### src/rtl/rsd_pkg.sv
// Package for the radar sleep detector: request, event and class codes,
// payload and state structs shared by the rtl modules.
// No dependencies.
package rsd_pkg;

	// Score and run level at which sleep and steady breathing are declared
	localparam logic [7:0]  SLEEP_LEVEL = 8'd5;
	localparam logic [7:0]  RUN_LEVEL   = 8'd5;
	localparam logic [7:0]  SCORE_MAX   = 8'hFF;
	localparam logic [15:0] MOVE_MAX    = 16'hFFFF;

	// Configuration register indexes
	localparam logic [0:0] CFG_ENERGY_MIN = 1'b0;
	localparam logic [0:0] CFG_MAX_DIST   = 1'b1;

	// Reset values of the configuration registers
	localparam logic [7:0] ENERGY_MIN_RST = 8'd20;
	localparam logic [9:0] MAX_DIST_RST   = 10'd200;

	// Request type codes
	localparam logic [2:0] REQ_READING = 3'd0;
	localparam logic [2:0] REQ_START   = 3'd1;
	localparam logic [2:0] REQ_WAKE    = 3'd2;
	localparam logic [2:0] REQ_ENTER   = 3'd3;
	localparam logic [2:0] REQ_EXIT    = 3'd4;

	typedef enum logic [1:0] {
		EV_NONE  = 2'd0,
		EV_START = 2'd1,
		EV_END   = 2'd2,
		EV_MOVE  = 2'd3
	} event_t;

	typedef enum logic [1:0] {
		CLS_ABSENT   = 2'd0,
		CLS_STABLE   = 2'd1,
		CLS_RESTLESS = 2'd2,
		CLS_OTHER    = 2'd3
	} class_t;

	typedef struct packed {
		logic [2:0] req_type;
		logic       ai_confident;
		logic [1:0] ai_class;
		logic       target_present;
		logic [7:0] still_energy;
		logic [9:0] still_distance;
	} req_t;

	typedef struct packed {
		event_t      event_res;
		logic        is_asleep;
		logic        is_breathing;
		logic [15:0] movement_total;
		logic        high_sensitivity;
		class_t      current_class;
	} res_t;

	typedef struct packed {
		logic [7:0]  breath_score;
		logic [7:0]  stable_run;
		logic        breathing;
		logic        asleep;
		logic [15:0] movement_count;
		class_t      class_now;
		class_t      class_before;
		logic        sensitivity;
	} state_t;

	typedef struct packed {
		logic [7:0] energy_min;
		logic [9:0] max_dist;
	} cfg_t;

endpackage

### src/rtl/rsd_if.sv
// Channel interfaces of the radar sleep detector: request, result and
// configuration write channels. No package dependencies.
interface rsd_req_if;
	logic       valid;
	logic       ready;
	logic [2:0] req_type;
	logic       ai_confident;
	logic [1:0] ai_class;
	logic       target_present;
	logic [7:0] still_energy;
	logic [9:0] still_distance;

	modport source (output valid, req_type, ai_confident, ai_class, target_present,
		still_energy, still_distance, input ready);
	modport sink (input valid, req_type, ai_confident, ai_class, target_present,
		still_energy, still_distance, output ready);
endinterface

interface rsd_res_if;
	logic        valid;
	logic        ready;
	logic [1:0]  event_res;
	logic        is_asleep;
	logic        is_breathing;
	logic [15:0] movement_total;
	logic        high_sensitivity;
	logic [1:0]  current_class;

	modport source (output valid, event_res, is_asleep, is_breathing, movement_total,
		high_sensitivity, current_class, input ready);
	modport sink (input valid, event_res, is_asleep, is_breathing, movement_total,
		high_sensitivity, current_class, output ready);
endinterface

interface rsd_cfg_if;
	logic       valid;
	logic       ready;
	logic [0:0] index;
	logic [9:0] wdata;

	modport source (output valid, index, wdata, input ready);
	modport sink (input valid, index, wdata, output ready);
endinterface

### src/rtl/rsd_cfg.sv
// Configuration registers of the radar sleep detector (energy floor and
// distance ceiling of the breathing window). Depends on rsd_pkg, rsd_if.
module rsd_cfg (
	input  logic          clk,
	input  logic          arst_n,
	rsd_cfg_if.sink       cfg,
	output rsd_pkg::cfg_t regs
);
	import rsd_pkg::*;

	cfg_t regs_q;

	// Writes are always taken
	assign cfg.ready = 1'b1;
	assign regs = regs_q;

	always_ff @(posedge clk or negedge arst_n) begin
		if (!arst_n) begin
			regs_q.energy_min <= ENERGY_MIN_RST;
			regs_q.max_dist   <= MAX_DIST_RST;
		end else if (cfg.valid && cfg.ready) begin
			unique case (cfg.index)
				CFG_ENERGY_MIN: regs_q.energy_min <= cfg.wdata[7:0];
				CFG_MAX_DIST:   regs_q.max_dist   <= cfg.wdata;
				default: ;
			endcase
		end
	end

endmodule

### src/rtl/rsd_step.sv
// Next-state and event logic of the radar sleep detector for one request.
// Purely combinational. Depends on rsd_pkg.
module rsd_step (
	input  rsd_pkg::state_t cur,
	input  rsd_pkg::req_t   rq,
	input  rsd_pkg::cfg_t   cfg,
	output rsd_pkg::state_t nxt,
	output rsd_pkg::event_t ev
);
	import rsd_pkg::*;

	// Breathing seen: score and run climb, flag set once the run is long enough
	function automatic state_t score_up(state_t s);
		state_t r;
		r = s;
		if (r.breath_score != SCORE_MAX) r.breath_score = r.breath_score + 8'd1;
		if (r.stable_run != SCORE_MAX) r.stable_run = r.stable_run + 8'd1;
		if (r.stable_run >= RUN_LEVEL) r.breathing = 1'b1;
		return r;
	endfunction

	// No breathing: score decays, run and flag drop
	function automatic state_t score_down(state_t s);
		state_t r;
		r = s;
		if (r.breath_score != 8'd0) r.breath_score = r.breath_score - 8'd1;
		r.stable_run = 8'd0;
		r.breathing  = 1'b0;
		return r;
	endfunction

	state_t ns;
	event_t ev_c;
	class_t cls;
	logic   in_window;

	assign cls = class_t'(rq.ai_class);
	assign in_window = (rq.still_energy > cfg.energy_min) && (rq.still_distance != 10'd0)
		&& (rq.still_distance < cfg.max_dist);

	always_comb begin
		ns   = cur;
		ev_c = EV_NONE;
		unique case (rq.req_type)
			REQ_READING: begin
				if (rq.ai_confident) begin
					// Classifier verdict drives the update
					ns.class_now = cls;
					case (cls)
						CLS_ABSENT: begin
							ns = score_down(ns);
							if (ns.breath_score == 8'd0 && ns.asleep) ev_c = EV_MOVE;
						end
						CLS_STABLE: ns = score_up(ns);
						CLS_RESTLESS: begin
							ns = score_down(ns);
							if (ns.asleep && cur.class_before == CLS_STABLE) ev_c = EV_MOVE;
						end
						default: ; // other: score, run and flag kept
					endcase
					if (cls != CLS_ABSENT && ev_c == EV_NONE
						&& ns.breath_score >= SLEEP_LEVEL && !ns.asleep) begin
						ns.asleep = 1'b1;
						ev_c = EV_START;
					end
					ns.class_before = cls;
				end else begin
					// Energy and distance window
					ns.class_now = CLS_ABSENT;
					if (!rq.target_present) begin
						ns = score_down(ns);
						if (ns.breath_score == 8'd0 && ns.asleep) ev_c = EV_MOVE;
					end else begin
						if (in_window) ns = score_up(ns);
						else ns = score_down(ns);
						if (ns.breath_score >= SLEEP_LEVEL && !ns.asleep) begin
							ns.asleep = 1'b1;
							ev_c = EV_START;
						end
					end
				end
				if (ev_c == EV_MOVE && ns.movement_count != MOVE_MAX)
					ns.movement_count = ns.movement_count + 16'd1;
			end
			REQ_START: begin
				if (!cur.asleep) begin
					ns.asleep = 1'b1;
					ns.breath_score = SLEEP_LEVEL;
					ev_c = EV_START;
				end
			end
			REQ_WAKE: begin
				if (cur.asleep) begin
					ns.asleep = 1'b0;
					ns.breath_score = 8'd0;
					ev_c = EV_END;
				end
			end
			REQ_ENTER: begin
				ns.sensitivity    = 1'b1;
				ns.breathing      = 1'b0;
				ns.stable_run     = 8'd0;
				ns.breath_score   = 8'd0;
				ns.asleep         = 1'b0;
				ns.movement_count = 16'd0;
				ns.class_now      = CLS_ABSENT;
				ns.class_before   = CLS_ABSENT;
			end
			REQ_EXIT: begin
				ns.sensitivity = 1'b0;
				if (cur.asleep) begin
					ns.asleep = 1'b0;
					ev_c = EV_END;
				end
			end
			default: ; // unknown request: no change
		endcase
	end

	assign nxt = ns;
	assign ev  = ev_c;

endmodule

### src/rtl/radar_sleep_detector.sv
// Top level of the radar sleep detector: request register, session state,
// result register. Depends on rsd_pkg, rsd_if, rsd_cfg, rsd_step.
//
// Usage:
//   req: one request per handshake (reading, manual start, manual wake,
//        enter, exit) with the radar and classifier fields.
//   res: exactly one result per request, in order: event code, asleep and
//        breathing flags, movement count, sensitivity and current class.
//   cfg: register writes (0 energy floor, 1 distance ceiling), always ready;
//        write only while no request is in flight.
// Flow: an accepted request passes the request register, then the result register.
// Throughput: one request per cycle while results are taken; the state update is a
// single pass of compare and saturating-counter logic between the request register
// and the state/result registers.
// Reset: clears session state, empties both stages, loads register defaults
// (energy floor 20, distance ceiling 200).
// Stall: while res.ready is low the result is held; one further request
// waits in the request register, after which req.ready drops.
module radar_sleep_detector (
	input  logic      clk,
	input  logic      arst_n,
	rsd_cfg_if.sink   cfg,
	rsd_req_if.sink   req,
	rsd_res_if.source res
);
	import rsd_pkg::*;

	cfg_t   cfg_regs;
	req_t   req_s1;
	logic   valid_s1;
	res_t   res_s2;
	logic   valid_s2;
	state_t state_q;
	state_t state_nxt;
	event_t ev;
	logic   out_free;
	logic   advance;

	rsd_cfg u_cfg (
		.clk    (clk),
		.arst_n (arst_n),
		.cfg    (cfg),
		.regs   (cfg_regs)
	);

	rsd_step u_step (
		.cur (state_q),
		.rq  (req_s1),
		.cfg (cfg_regs),
		.nxt (state_nxt),
		.ev  (ev)
	);

	// Flow control
	assign out_free  = !valid_s2 || res.ready;
	assign advance   = valid_s1 && out_free;
	assign req.ready = !valid_s1 || out_free;

	// Request register
	always_ff @(posedge clk or negedge arst_n) begin
		if (!arst_n) begin
			valid_s1 <= 1'b0;
		end else if (req.ready) begin
			valid_s1 <= req.valid;
		end
	end

	always_ff @(posedge clk) begin
		if (req.valid && req.ready) begin
			req_s1.req_type       <= req.req_type;
			req_s1.ai_confident   <= req.ai_confident;
			req_s1.ai_class       <= req.ai_class;
			req_s1.target_present <= req.target_present;
			req_s1.still_energy   <= req.still_energy;
			req_s1.still_distance <= req.still_distance;
		end
	end

	// Session state and result valid
	always_ff @(posedge clk or negedge arst_n) begin
		if (!arst_n) begin
			valid_s2                <= 1'b0;
			state_q.breath_score    <= 8'd0;
			state_q.stable_run      <= 8'd0;
			state_q.breathing       <= 1'b0;
			state_q.asleep          <= 1'b0;
			state_q.movement_count  <= 16'd0;
			state_q.class_now       <= CLS_ABSENT;
			state_q.class_before    <= CLS_ABSENT;
			state_q.sensitivity     <= 1'b0;
		end else begin
			if (out_free) valid_s2 <= valid_s1;
			if (advance) state_q <= state_nxt;
		end
	end

	// Result register
	always_ff @(posedge clk) begin
		if (advance) begin
			res_s2.event_res        <= ev;
			res_s2.is_asleep        <= state_nxt.asleep;
			res_s2.is_breathing     <= state_nxt.breathing;
			res_s2.movement_total   <= state_nxt.movement_count;
			res_s2.high_sensitivity <= state_nxt.sensitivity;
			res_s2.current_class    <= state_nxt.class_now;
		end
	end

	assign res.valid            = valid_s2;
	assign res.event_res        = res_s2.event_res;
	assign res.is_asleep        = res_s2.is_asleep;
	assign res.is_breathing     = res_s2.is_breathing;
	assign res.movement_total   = res_s2.movement_total;
	assign res.high_sensitivity = res_s2.high_sensitivity;
	assign res.current_class    = res_s2.current_class;

endmodule
### src/flat_wrapper.sv
// flat-port wrapper written by rule: the top's interface ports become plain ports
module radar_sleep_detector_flat import rsd_pkg::*;
  (clk, arst_n, cfg_valid, cfg_index, cfg_wdata, cfg_ready, req_valid, req_req_type, req_ai_confident, req_ai_class, req_target_present, req_still_energy, req_still_distance, req_ready, res_valid, res_event_res, res_is_asleep, res_is_breathing, res_movement_total, res_high_sensitivity, res_current_class, res_ready);
  rsd_cfg_if cfg_i ();
  rsd_req_if req_i ();
  rsd_res_if res_i ();
  input  logic clk;
  input  logic arst_n;
  input wire logic [$bits(cfg_i.valid)-1:0] cfg_valid;
  input wire logic [$bits(cfg_i.index)-1:0] cfg_index;
  input wire logic [$bits(cfg_i.wdata)-1:0] cfg_wdata;
  output wire logic [$bits(cfg_i.ready)-1:0] cfg_ready;
  input wire logic [$bits(req_i.valid)-1:0] req_valid;
  input wire logic [$bits(req_i.req_type)-1:0] req_req_type;
  input wire logic [$bits(req_i.ai_confident)-1:0] req_ai_confident;
  input wire logic [$bits(req_i.ai_class)-1:0] req_ai_class;
  input wire logic [$bits(req_i.target_present)-1:0] req_target_present;
  input wire logic [$bits(req_i.still_energy)-1:0] req_still_energy;
  input wire logic [$bits(req_i.still_distance)-1:0] req_still_distance;
  output wire logic [$bits(req_i.ready)-1:0] req_ready;
  output wire logic [$bits(res_i.valid)-1:0] res_valid;
  output wire logic [$bits(res_i.event_res)-1:0] res_event_res;
  output wire logic [$bits(res_i.is_asleep)-1:0] res_is_asleep;
  output wire logic [$bits(res_i.is_breathing)-1:0] res_is_breathing;
  output wire logic [$bits(res_i.movement_total)-1:0] res_movement_total;
  output wire logic [$bits(res_i.high_sensitivity)-1:0] res_high_sensitivity;
  output wire logic [$bits(res_i.current_class)-1:0] res_current_class;
  input wire logic [$bits(res_i.ready)-1:0] res_ready;
  assign cfg_i.valid = cfg_valid;
  assign cfg_i.index = cfg_index;
  assign cfg_i.wdata = cfg_wdata;
  assign cfg_ready = cfg_i.ready;
  assign req_i.valid = req_valid;
  assign req_i.req_type = req_req_type;
  assign req_i.ai_confident = req_ai_confident;
  assign req_i.ai_class = req_ai_class;
  assign req_i.target_present = req_target_present;
  assign req_i.still_energy = req_still_energy;
  assign req_i.still_distance = req_still_distance;
  assign req_ready = req_i.ready;
  assign res_valid = res_i.valid;
  assign res_event_res = res_i.event_res;
  assign res_is_asleep = res_i.is_asleep;
  assign res_is_breathing = res_i.is_breathing;
  assign res_movement_total = res_i.movement_total;
  assign res_high_sensitivity = res_i.high_sensitivity;
  assign res_current_class = res_i.current_class;
  assign res_i.ready = res_ready;
  radar_sleep_detector u_core (.clk(clk), .arst_n(arst_n), .cfg(cfg_i), .req(req_i), .res(res_i));
endmodule
### config.mk
export PLATFORM = sky130hd
export DESIGN_NAME = radar_sleep_detector_flat
export DESIGN_NICKNAME = d
export VERILOG_FILES = /design/src/rtl/rsd_pkg.sv /design/src/rtl/rsd_if.sv /design/src/rtl/rsd_cfg.sv /design/src/rtl/rsd_step.sv /design/src/rtl/radar_sleep_detector.sv /design/src/flat_wrapper.sv
export SDC_FILE = /design/constraint.sdc
export NUM_CORES = 1
export LEC_CHECK = 0
export ABC_AREA = 1
export BUFFER_PORTS_ARGS = -buffer_cell sky130_fd_sc_hd__buf_4
export CAP_MARGIN = 40
export CORE_MARGIN = 3
export CORE_UTILIZATION = 60
export CTS_CLUSTER_DIAMETER = 200
export DETAILED_ROUTE_END_ITERATION = 6
export GPL_ROUTABILITY_DRIVEN = 1
export PLACE_DENSITY = 0.9
export SETUP_SLACK_MARGIN = 0.05
export SYNTH_ARGS = -nofsm -noshare
export SYNTH_HDL_FRONTEND = slang
export SYNTH_SLANG_ARGS = --single-unit
### constraint.sdc
create_clock -name clk -period 3 [get_ports clk]
set_input_delay 0.6 -clock clk [delete_from_list [all_inputs] [get_ports clk]]
set_output_delay 0.6 -clock clk [all_outputs]
set_load 0.005 [all_outputs]
# Yosys cells after proc, flatten, opt, wreduce, memory -nomap -nowiden
# Index checks and enable logic that the tools add are counted.
# W data, S select, Z words.
word_totals:
  regBits: 107
  mem_count: 0
  ram_bits: 0
  inputBits: 41
  romBits: 0
  latch_bits: 0
  out_inout_bits: 26
  elab_cells: 137
op_classes:
  n_div: 0
  n_reduce_logical: 35
  muxes: 52
  shifts: 0
  n_eq_ne: 15
  order_cmp: 6
  bitwise_logic: 1
  add_sub_neg: 4
  mul: 0
ops:
  columns: ["cell", "n"]
  rows:
  - ["$mux W39", 9]
  - ["$mux W8", 18]
  - ["$pmux W39 S3", 1]
  - ["$pmux W20 S2", 1]
  - ["$ge A8 B3 Y1 const B", 4]
  - ["$pmux W8 S4", 1]
  - ["$mux W2", 10]
  - ["$pmux W9 S2", 1]
  - ["$add A16 B1 Y16 const B", 1]
  - ["$add A8 B1 Y8 const B", 2]
  - ["$logic_not A8 Y1", 2]
  - ["$mux W16", 1]
  - ["$ne A16 B16 Y1 const B", 1]
  - ["$ne A8 B8 Y1 const B", 2]
  - ["$logic_and A1 B1 Y1", 12]
  - ["$lt A10 B10 Y1", 1]
  - ["$reduce_bool A10 Y1", 1]
  - ["$gt A8 B8 Y1", 1]
  - ["$reduce_bool A8 Y1", 1]
  - ["$sub A8 B1 Y8 const B", 1]
  - ["$eq A3 B2 Y1 const B", 2]
  - ["$mux W1", 6]
  - ["$pmux W1 S3", 2]
  - ["$pmux W2 S3", 1]
  - ["20 further kinds", 31]

# Depth between registers and ports, before layout
# Gate-level depths: netlist (run 1).
logic_depth:
  depth_word: 23
  mapped_depth: 21
  ltp_nobuf: 21

# Cells and area by module
# A second synthesis (run 1) with hierarchy kept.
hier_totals:
  hier_cells: 902
  hier_area_um2: 6854.1
modules_own_cells:
  columns: ["module", "n_inst", "seq_area_each_um2", "area_per_inst_um2", "cells_per_inst"]
  rows:
  - ["radar_sleep_detector", 1, 2467.4, 3078.0, 228]
  - ["rsd_step", 1, 0.0, 3049.2, 594]
  - ["rsd_cfg", 1, 456.7, 726.9, 80]

# Worst setup path before layout (run 1)
# Ideal clock, no wire load.
synth_timing:
  path_type: "register -> register"
  start: "reg u_core.state_q[31] (netlist bit)"
  end: "reg, netlist name u_core.res.movement_total[3]"
  path_slack_ns: 0.657
  arrival_ns: 2.088
  setup_ns: 0.255
  synth_period_minus_slack_ns: 2.343
  path_stages_with_launch: 18
  n_path_buf: 0
  required_time_ns: 2.745
  path_cell_list: "dfrtp_1 > inv_2 > ha_1 > nand2_4 > inv_2 > nand2_4 > nand2_2 > nand2_2 > nand2_2 > nor2_4 > nand4_2 > nand2_4 > nand2_4 > nor2_8 > nand2_4 > clkinv_2 > nand2_1 > and2_1"
synth_rtl:
  columns: ["item", "line", "text"]
  rows:
  - ["from (decl)", "radar_sleep_detector.sv:33", "state_t state_q;"]
  - ["from (signal assigned)", "radar_sleep_detector.sv:93", "if (advance) state_q <= state_nxt;"]

==> results of run 1 <==
[power by group through the flow]
stage	combinational, mW	sequential, mW	clock [mW]
final	1.61	1.94	0.918
after global routing	1.83	1.96	0.986
after floorplan	1.20	1.89	0
after global placement	1.57	1.96	0
after CTS	1.58	1.94	0.930
after detailed placement	1.57	1.97	0
[placed cells by master (no fill, tap or decap), types with 2 or more instances in the layout]
cell and n:
inv_2 10, nor2_4 3, nand2_2 13, xor2_1 14, edfxtp_1 48, nor3_1 6, clkbuf_8 9, buf_4 74
o21ai_1 7, nor2_8 2, nand2_4 7, dfstp_2 5, nor4_1 2, nand4_2 2, o22ai_1 9, nor2_1 70
a21oi_1 18, nand3_1 55, clkinv_4 2, a22oi_1 3, and2_1 4, nand3_2 2, inv_8 2, nand2_1 253
nand4_1 24, ha_1 21, xnor2_1 5, nor2_2 6, inv_1 98, o211ai_1 4, dfrtp_1 54, o21ai_0 46
o21bai_2 2
[state kept, by name (all words and copies together) (netlist names)]
| register | count |
|---|---|
| u_core.state_q | 39 |
| u_core.res.event_res | 2 |
| u_core.valid_s1 | 1 |
| u_core.res.valid | 1 |
| u_core.u_cfg.regs | 18 |
| u_core.res.current_class | 2 |
| u_core.req_s1 | 25 |
| u_core.res.is_asleep | 1 |
| u_core.res.movement_total | 16 |
| u_core.res.high_sensitivity | 1 |
| u_core.res.is_breathing | 1 |
[stage by stage]
stage                     worst slack (ns)  power (mW)   util  hold slack (ns)
after floorplan                      0.657        3.09      -            0.304
after CTS                            0.240        4.45  0.700            0.321
after global routing                0.0800        4.77  0.701            0.336
after detailed placement             0.269        3.54  0.680            0.474
final                                0.247        4.47  0.701            0.292
after global placement               0.349        3.53  0.680            0.467
[routing by layer]
metal / track usage / wire length (um) / vias up
li1: - / - / 2808
met3: 0.0530 / 1130 / 45
met1: 0.370 / 6770 / 2619
met2: 0.437 / 7280 / 262
met4: 0.0908 / 429 / 0
met5: 0 / 0 / -
[final cells by class]
type                            count  area share
Clock inverter                      5     0.00771
Tap cell                          136      0.0233
Inverter                          109      0.0562
Clock buffer                       11      0.0209
Timing Repair Buffer               74      0.0761
Sequential cell                   107       0.401
Multi-Input combinational cell    588       0.415
[worst max-delay path, cell delays in order, from the launching register on]
cell,delay (ns)
dfrtp_1,0.48
inv_2,0.11
ha_1,0.27
nand2_4,0.14
inv_2,0.06
nand2_4,0.11
nand2_2,0.06
nand2_2,0.10
nand2_2,0.08
nor2_4,0.13
nand4_2,0.15
nand2_4,0.20
nand2_4,0.10
nor2_8,0.13
nand2_4,0.08
clkinv_2,0.07
nand2_1,0.08
and2_1,0.16
[worst max-delay path by stage]
stage	start	to	slack (ns)	cells after the start
global placement	u_core.state_q[31]$_DFFE_PN0P_	u_core.res.movement_total[3]$_DFFE_PP_	0.35	17
detailed placement	u_core.state_q[31]$_DFFE_PN0P_	u_core.res.movement_total[7]$_DFFE_PP_	0.27	17
finish	u_core.state_q[31]$_DFFE_PN0P_	u_core.res.movement_total[7]$_DFFE_PP_	0.25	17
global route	u_core.state_q[31]$_DFFE_PN0P_	u_core.res.movement_total[7]$_DFFE_PP_	0.08	17
floorplan	u_core.state_q[31]$_DFFE_PN0P_	u_core.res.movement_total[3]$_DFFE_PP_	0.66	17
CTS	u_core.state_q[31]$_DFFE_PN0P_	u_core.res.movement_total[7]$_DFFE_PP_	0.24	17
[kinds of logic (layout without fill, tap and decap cells)]
logic type      count (synthesis)  after routing
simple gates                  450            450
buf+inv                       133            199
flops                         107            107
compound gates                 97             97
fa+ha+maj                      21             21
xor+xnor                       19             19
other cells                     1              1
==> results.py, run 1 <==
metrics = {
    "global_routing": {
        "grt_max_degree": 60,
        "first_global_vias": 5391,
        "grt-ovfl-total": 0,
        "grtUsageTotal": 0.271,
        "antenna_found_initial": 0,
        "grt_pass1_wl_mm": 25.4,
    },
    "synthesis": {
        "netlist_area_um2": 6490,
        "yosys_warnings": 0,
        "synth_area_leaders": "edfxtp_1 (22%), dfrtp_1 (21%), nand2_1 (15%), inv_1 (5.7%), nand3_1 (4.3%)",
        "synthMuxAreaShare": 0,
        "async_flop_share": 0.551,
        "yosysUniqueCellTypes": 44,
        "synth_fa_ha_area_frac": 0.0405,
        "syn-num-nets": 890,
        "synth_common_cells": "nand2_1 (253), inv_1 (98), nor2_1 (70), nand3_1 (56), dfrtp_1 (54)",
        "synth_xor_area_frac": 0.0257,
        "synth_compound_area_frac": 0.0862,
        "synth_top_family_by_area": "simple AND/OR/NAND/NOR gates",
        "yosysMostFrequentCell": "nand2_1",
        "syn_inst": 828,
        "synth-simple-area-share": 0.313,
        "avgSynthCellArea_um2": 7.84,
        "synth.top_cell.area_share": 0.222,
        "synthFlopType": "dfrtp_1",
        "synth_edf_count": 48,
        "synth-seq-cells": 107,
        "ys_seq_area_frac": 0.451,
        "yosys.area.top_type": "edfxtp_1",
    },
    "cts": {
        "h-tree-depth": 3,
        "clock_latency_ns": 0.37,
        "ctsHoldBuffers": 0,
        "cts_tree": "done",
        "cts_resized": 0,
        "clock-sinks": 107,
        "cts.path.max_buffers": 2,
        "clk_pin_slew_ns": 0.11,
        "postCtsSetupBuffers": 0,
        "numCtsBuffers": 9,
        "cts_root_buf": "clkbuf_8",
    },
    "run_status": {
        "status": "completed",
    },
    "floorplanning": {
        "rows": 37,
        "ios": 67,
        "start_util": 0.623,
        "dieArea_um2": 12100,
        "core_um2": 10400,
        "die_x_um": 110,
        "fp.dieH_um": 110,
    },
    "timing": {
        "fin_skew_ns": 0.0147,
        "setup_violations": 0,
        "fin_crit_sh": 0.918,
        "slew_violations": 0,
        "period_needed_ns": 2.75,
        "tightestPinTransition_ns": 0.783,
        "final-hold-violation-count": 0,
        "rsz0062_at_grt": "false",
        "relSlewSlack": 0.478,
        "max_freq_mhz": 363,
        "tns_ns": 0,
    },
    "cells_and_area": {
        "multi_input_area_um2": 3030,
        "final_cells": 1030,
        "fillCellCount": 806,
        "drive_gt1_frac": 0.163,
        "finalNetCount": 951,
        "regArea_um2": 2920,
        "final_cell_area_um2": 7300,
        "syn2layout_area_growth_pct": 12.5,
        "antennaDiodeCount": 0,
    },
    "critical_path": {
        "crit_arrival_ns": 2.89,
        "cp.required_ns": 3.13,
        "r2r_setup_slack_ns": 0.25,
        "r2r_start": "u_core.state_q[31]$_DFFE_PN0P_",
        "r2r-end": "u_core.res.movement_total[7]$_DFFE_PP_",
        "reg2reg_depth": 17,
        "critPathMaxFanout": 12,
        "startpoint_type": "register",
        "worst_setup_path_end_kind": "register",
        "worstSetupPathType": "reg -> reg",
    },
    "place": {
        "dpl_cell_area_um2": 7080,
        "hpwl_mm": 11.7,
        "placedCellCount": 1014,
        "port_buffers": 65,
        "gp_congestion": 0.968,
    },
    "pwr": {
        "p_int_mw": 2.70,
        "p_per_area_nw_per_um2": 612,
        "p_switching_mw": 1.77,
        "p_seq_frac": 0.434,
        "p_leak_nw": 3.56,
        "p_clk_frac": 0.205,
        "vdd_ir_drop_max_mv": 0.470,
        "swShare": 0.395,
        "p_comb_frac": 0.360,
    },
    "routing": {
        "finalWirelength_mm": 15.6,
        "vias_per_cell": 5.57,
        "vias": 5734,
        "drt-initial-drc-count": 450,
        "wire_per_inst_um": 15.2,
        "ant_nets": 0,
        "drt_pass1_iterations": 6,
        "drc": 0,
    },
    "min_path": {
        "min_path_type": "in -> async",
    },
    "run": {
        "maxCapViolations": 0,
    },
}
No activity file was read; power rests on OpenSTA's default activity.
==> run 2, diff against run 1 <==
--- a/config.mk
+++ b/config.mk
@@ -8,11 +8,13 @@
 export ABC_AREA = 1
 export BUFFER_PORTS_ARGS = -buffer_cell sky130_fd_sc_hd__buf_4
 export CAP_MARGIN = 40
+export CORE_ASPECT_RATIO = 0.7
 export CORE_MARGIN = 3
 export CORE_UTILIZATION = 60
 export CTS_CLUSTER_DIAMETER = 200
 export DETAILED_ROUTE_END_ITERATION = 6
 export GPL_ROUTABILITY_DRIVEN = 1
+export MAX_ROUTING_LAYER = met4
 export PLACE_DENSITY = 0.9
 export SETUP_SLACK_MARGIN = 0.05
 export SYNTH_ARGS = -nofsm -noshare
==> run 2 against run 1 <==
- global-route usage increased by 1.1 points
- power is 6.2% higher
- via count decreased by 0.47%
- combinational power hardly changed
- sequential share of layout area shrank 0.47 points
- sequential cell count is the same
- sequential power about the same
- utilization grew 0.72 points
- count of clock-buffer cells in the layout fell by 1
- critical path depth up 2
- cell count down 0.19%
- clock skew decreased by 0.0023 ns
==> results.py, run 2 (same netlist as run 1, synthesis figures left out) <==
metrics = {
    "pwr": {
        "p_leak_nw": 3.61,
        "p_switching_mw": 1.83,
        "swShare": 0.384,
        "p_comb_frac": 0.344,
        "finalPower_mw": 4.75,
        "p_per_area_nw_per_um2": 643,
        "p_seq_frac": 0.408,
        "p_int_mw": 2.92,
        "p_clk_frac": 0.248,
        "vdd_ir_drop_max_mv": 0.320,
    },
    "floorplanning": {
        "fp.dieH_um": 93,
        "rows": 31,
        "die_x_um": 130,
        "ios": 67,
        "core_um2": 10400,
        "dieArea_um2": 12100,
        "start_util": 0.622,
    },
    "cts": {
        "clk_pin_slew_ns": 0.08,
        "clock_latency_ns": 0.36,
        "cts.path.max_buffers": 2,
        "clock-sinks": 107,
        "ctsHoldBuffers": 0,
        "postCtsSetupBuffers": 0,
        "h-tree-depth": 3,
        "cts_resized": 0,
        "numCtsBuffers": 9,
        "cts_root_buf": "clkbuf_16",
        "cts_tree": "done",
    },
    "routing": {
        "drt-initial-drc-count": 533,
        "finalWirelength_mm": 15.9,
        "ant_nets": 0,
        "drc": 0,
        "vias_per_cell": 5.55,
        "drt_pass1_iterations": 6,
        "wire_per_inst_um": 15.5,
        "vias": 5707,
    },
    "cells_and_area": {
        "antennaDiodeCount": 0,
        "final_cell_mix": "nand2_1 (253), inv_1 (98), buf_4 (76)",
        "final_common_cell": "nand2_1",
        "finalNetCount": 953,
        "largest_register_ffs": 39,
        "drive_gt1_frac": 0.164,
        "syn2layout_area_growth_pct": 13.9,
        "fillCellCount": 784,
        "top_register": "u_core.state_q",
    },
    "timing": {
        "tightestPinTransition_ns": 0.784,
        "slew_violations": 0,
        "period_needed_ns": 2.71,
        "fin_skew_ns": 0.0124,
        "setup_violations": 0,
        "final-hold-violation-count": 0,
        "max_freq_mhz": 369,
        "relSlewSlack": 0.477,
        "fin_crit_sh": 0.903,
        "rsz0062_at_grt": "false",
        "tns_ns": 0,
    },
    "critical_path": {
        "path_delay_family": "simple AND/OR/NAND/NOR gates",
        "critPathMaxFanout": 9,
        "crit_path_frequent_cell": "nand2_1",
        "cpPeakStageDelay_ns": 0.54,
        "reg2reg_depth": 19,
        "worstSetupPathType": "reg -> reg",
        "crit_cells": 19,
        "r2r-end": "u_core.state_q[21]$_DFFE_PN0P_",
        "crit_arrival_ns": 3.00,
        "startpoint_type": "register",
        "r2r_setup_slack_ns": 0.29,
        "r2r_start": "u_core.u_cfg.regs[3]$_DFFE_PN1P_",
        "cp_cell_sequence": "inv_1 -> ha_1 -> nand2_1 -> nand2_1 -> a21oi_1 -> nand3_1 -> nand2_1 -> nand3_1 -> nand2_1 -> nand2_1 -> nand2_1 -> nand2_1 -> nand2_1 -> nand3_1 -> nand2_1 -> nand2_1 -> nand2_1 -> nand2_1 -> nand2_1",
        "worst_setup_path_end_kind": "register",
        "slowest_stage": "dfstp_2",
        "crit_path_start": "u_core.u_cfg.regs[3]$_DFFE_PN1P_",
        "path_buf_inv": 1,
        "cp.required_ns": 3.29,
        "cp-endpoint": "u_core.state_q[21]$_DFFE_PN0P_",
    },
    "global_routing": {
        "met2_usage": 0.374,
        "grt-ovfl-total": 0,
        "antenna_found_initial": 0,
        "grt.busiest_layer": "met1",
        "use_met1": 0.436,
        "first_global_vias": 5231,
        "grt_use_met3": 0.0611,
        "grt_max_degree": 60,
        "grtUsageTotal": 0.282,
        "grt_pass1_wl_mm": 26.0,
    },
    "place": {
        "port_buffers": 65,
        "gp_congestion": 0.973,
        "hpwl_mm": 12.0,
    },
    "run_status": {
        "status": "completed",
    },
    "min_path": {
        "min_path_type": "in -> async",
    },
    "run": {
        "maxCapViolations": 0,
    },
}
==> run 2: final cells by class <==
class	count	area [um2]	share of cell area
clock inverters	6	67.6	0.00914
inverters	109	410	0.0555
repair buffers	76	571	0.0772
multi-input cells	588	3020	0.409
well taps	132	165	0.0224
clock buffers	10	229	0.0310
flip-flops and latches	107	2920	0.396
==> run 2: power by group through the flow <==
stage | sequential, mW | combinational (mW) | clock [mW]
after floorplan | 1.89 | 1.20 | 0
after global placement | 1.96 | 1.60 | 0
after detailed placement | 1.96 | 1.60 | 0
after CTS | 1.93 | 1.61 | 1.19
after global routing | 1.96 | 1.84 | 1.25
final | 1.94 | 1.63 | 1.18
==> run 2: metrics by stage <==
| stage | instance area, um2 | util | std cells | worst slack (ns) | hold slack (ns) |
|---|---|---|---|---|---|
| 5_1_grt | 7390 | 0.708 | 1028 | 0.0538 | 0.375 |
| 3_5_place_dp | 7090 | 0.680 | 1012 | 0.351 | 0.473 |
| 3_3_place_gp | 7090 | 0.680 | 1012 | 0.385 | 0.466 |
| 4_1_cts | 7390 | 0.708 | 1028 | 0.319 | 0.352 |
| 2_1_floorplan | 6490 | - | 828 | 0.657 | 0.304 |
| 6_report | 7390 | 0.708 | 1028 | 0.291 | 0.328 |
==> run 2: per-layer routing <==
metal	up-vias	share of wire
li1	2813	-
met1	2579	0.47
met2	288	0.42
met3	27	0.096
met4	0	0.016
met5	-	0
==> run 2: worst min path at each step <==
stage,start,depth (start not counted),endpoint
2_1_floorplan,arst_n,0,u_core.res.valid$_DFFE_PN0P_
3_3_place_gp,u_core.u_cfg.regs[4]$_DFFE_PN0P_,2,u_core.u_cfg.regs[4]$_DFFE_PN0P_
3_5_place_dp,u_core.u_cfg.regs[13]$_DFFE_PN0P_,2,u_core.u_cfg.regs[13]$_DFFE_PN0P_
4_1_cts,arst_n,1,u_core.state_q[20]$_DFFE_PN0P_
5_1_grt,arst_n,1,u_core.state_q[0]$_DFFE_PN0P_
6_report,arst_n,1,u_core.state_q[6]$_DFFE_PN0P_
==> run 2: worst register-to-register path: stages, from the launching register on <==
cell and delay, ns:
dfstp_2 0.54, inv_1 0.04, ha_1 0.28, nand2_1 0.07, nand2_1 0.06, a21oi_1 0.14
nand3_1 0.10, nand2_1 0.21, nand3_1 0.32, nand2_1 0.17, nand2_1 0.07, nand2_1 0.08
nand2_1 0.06, nand2_1 0.09, nand3_1 0.07, nand2_1 0.10, nand2_1 0.05, nand2_1 0.09
nand2_1 0.05, nand2_1 0.07
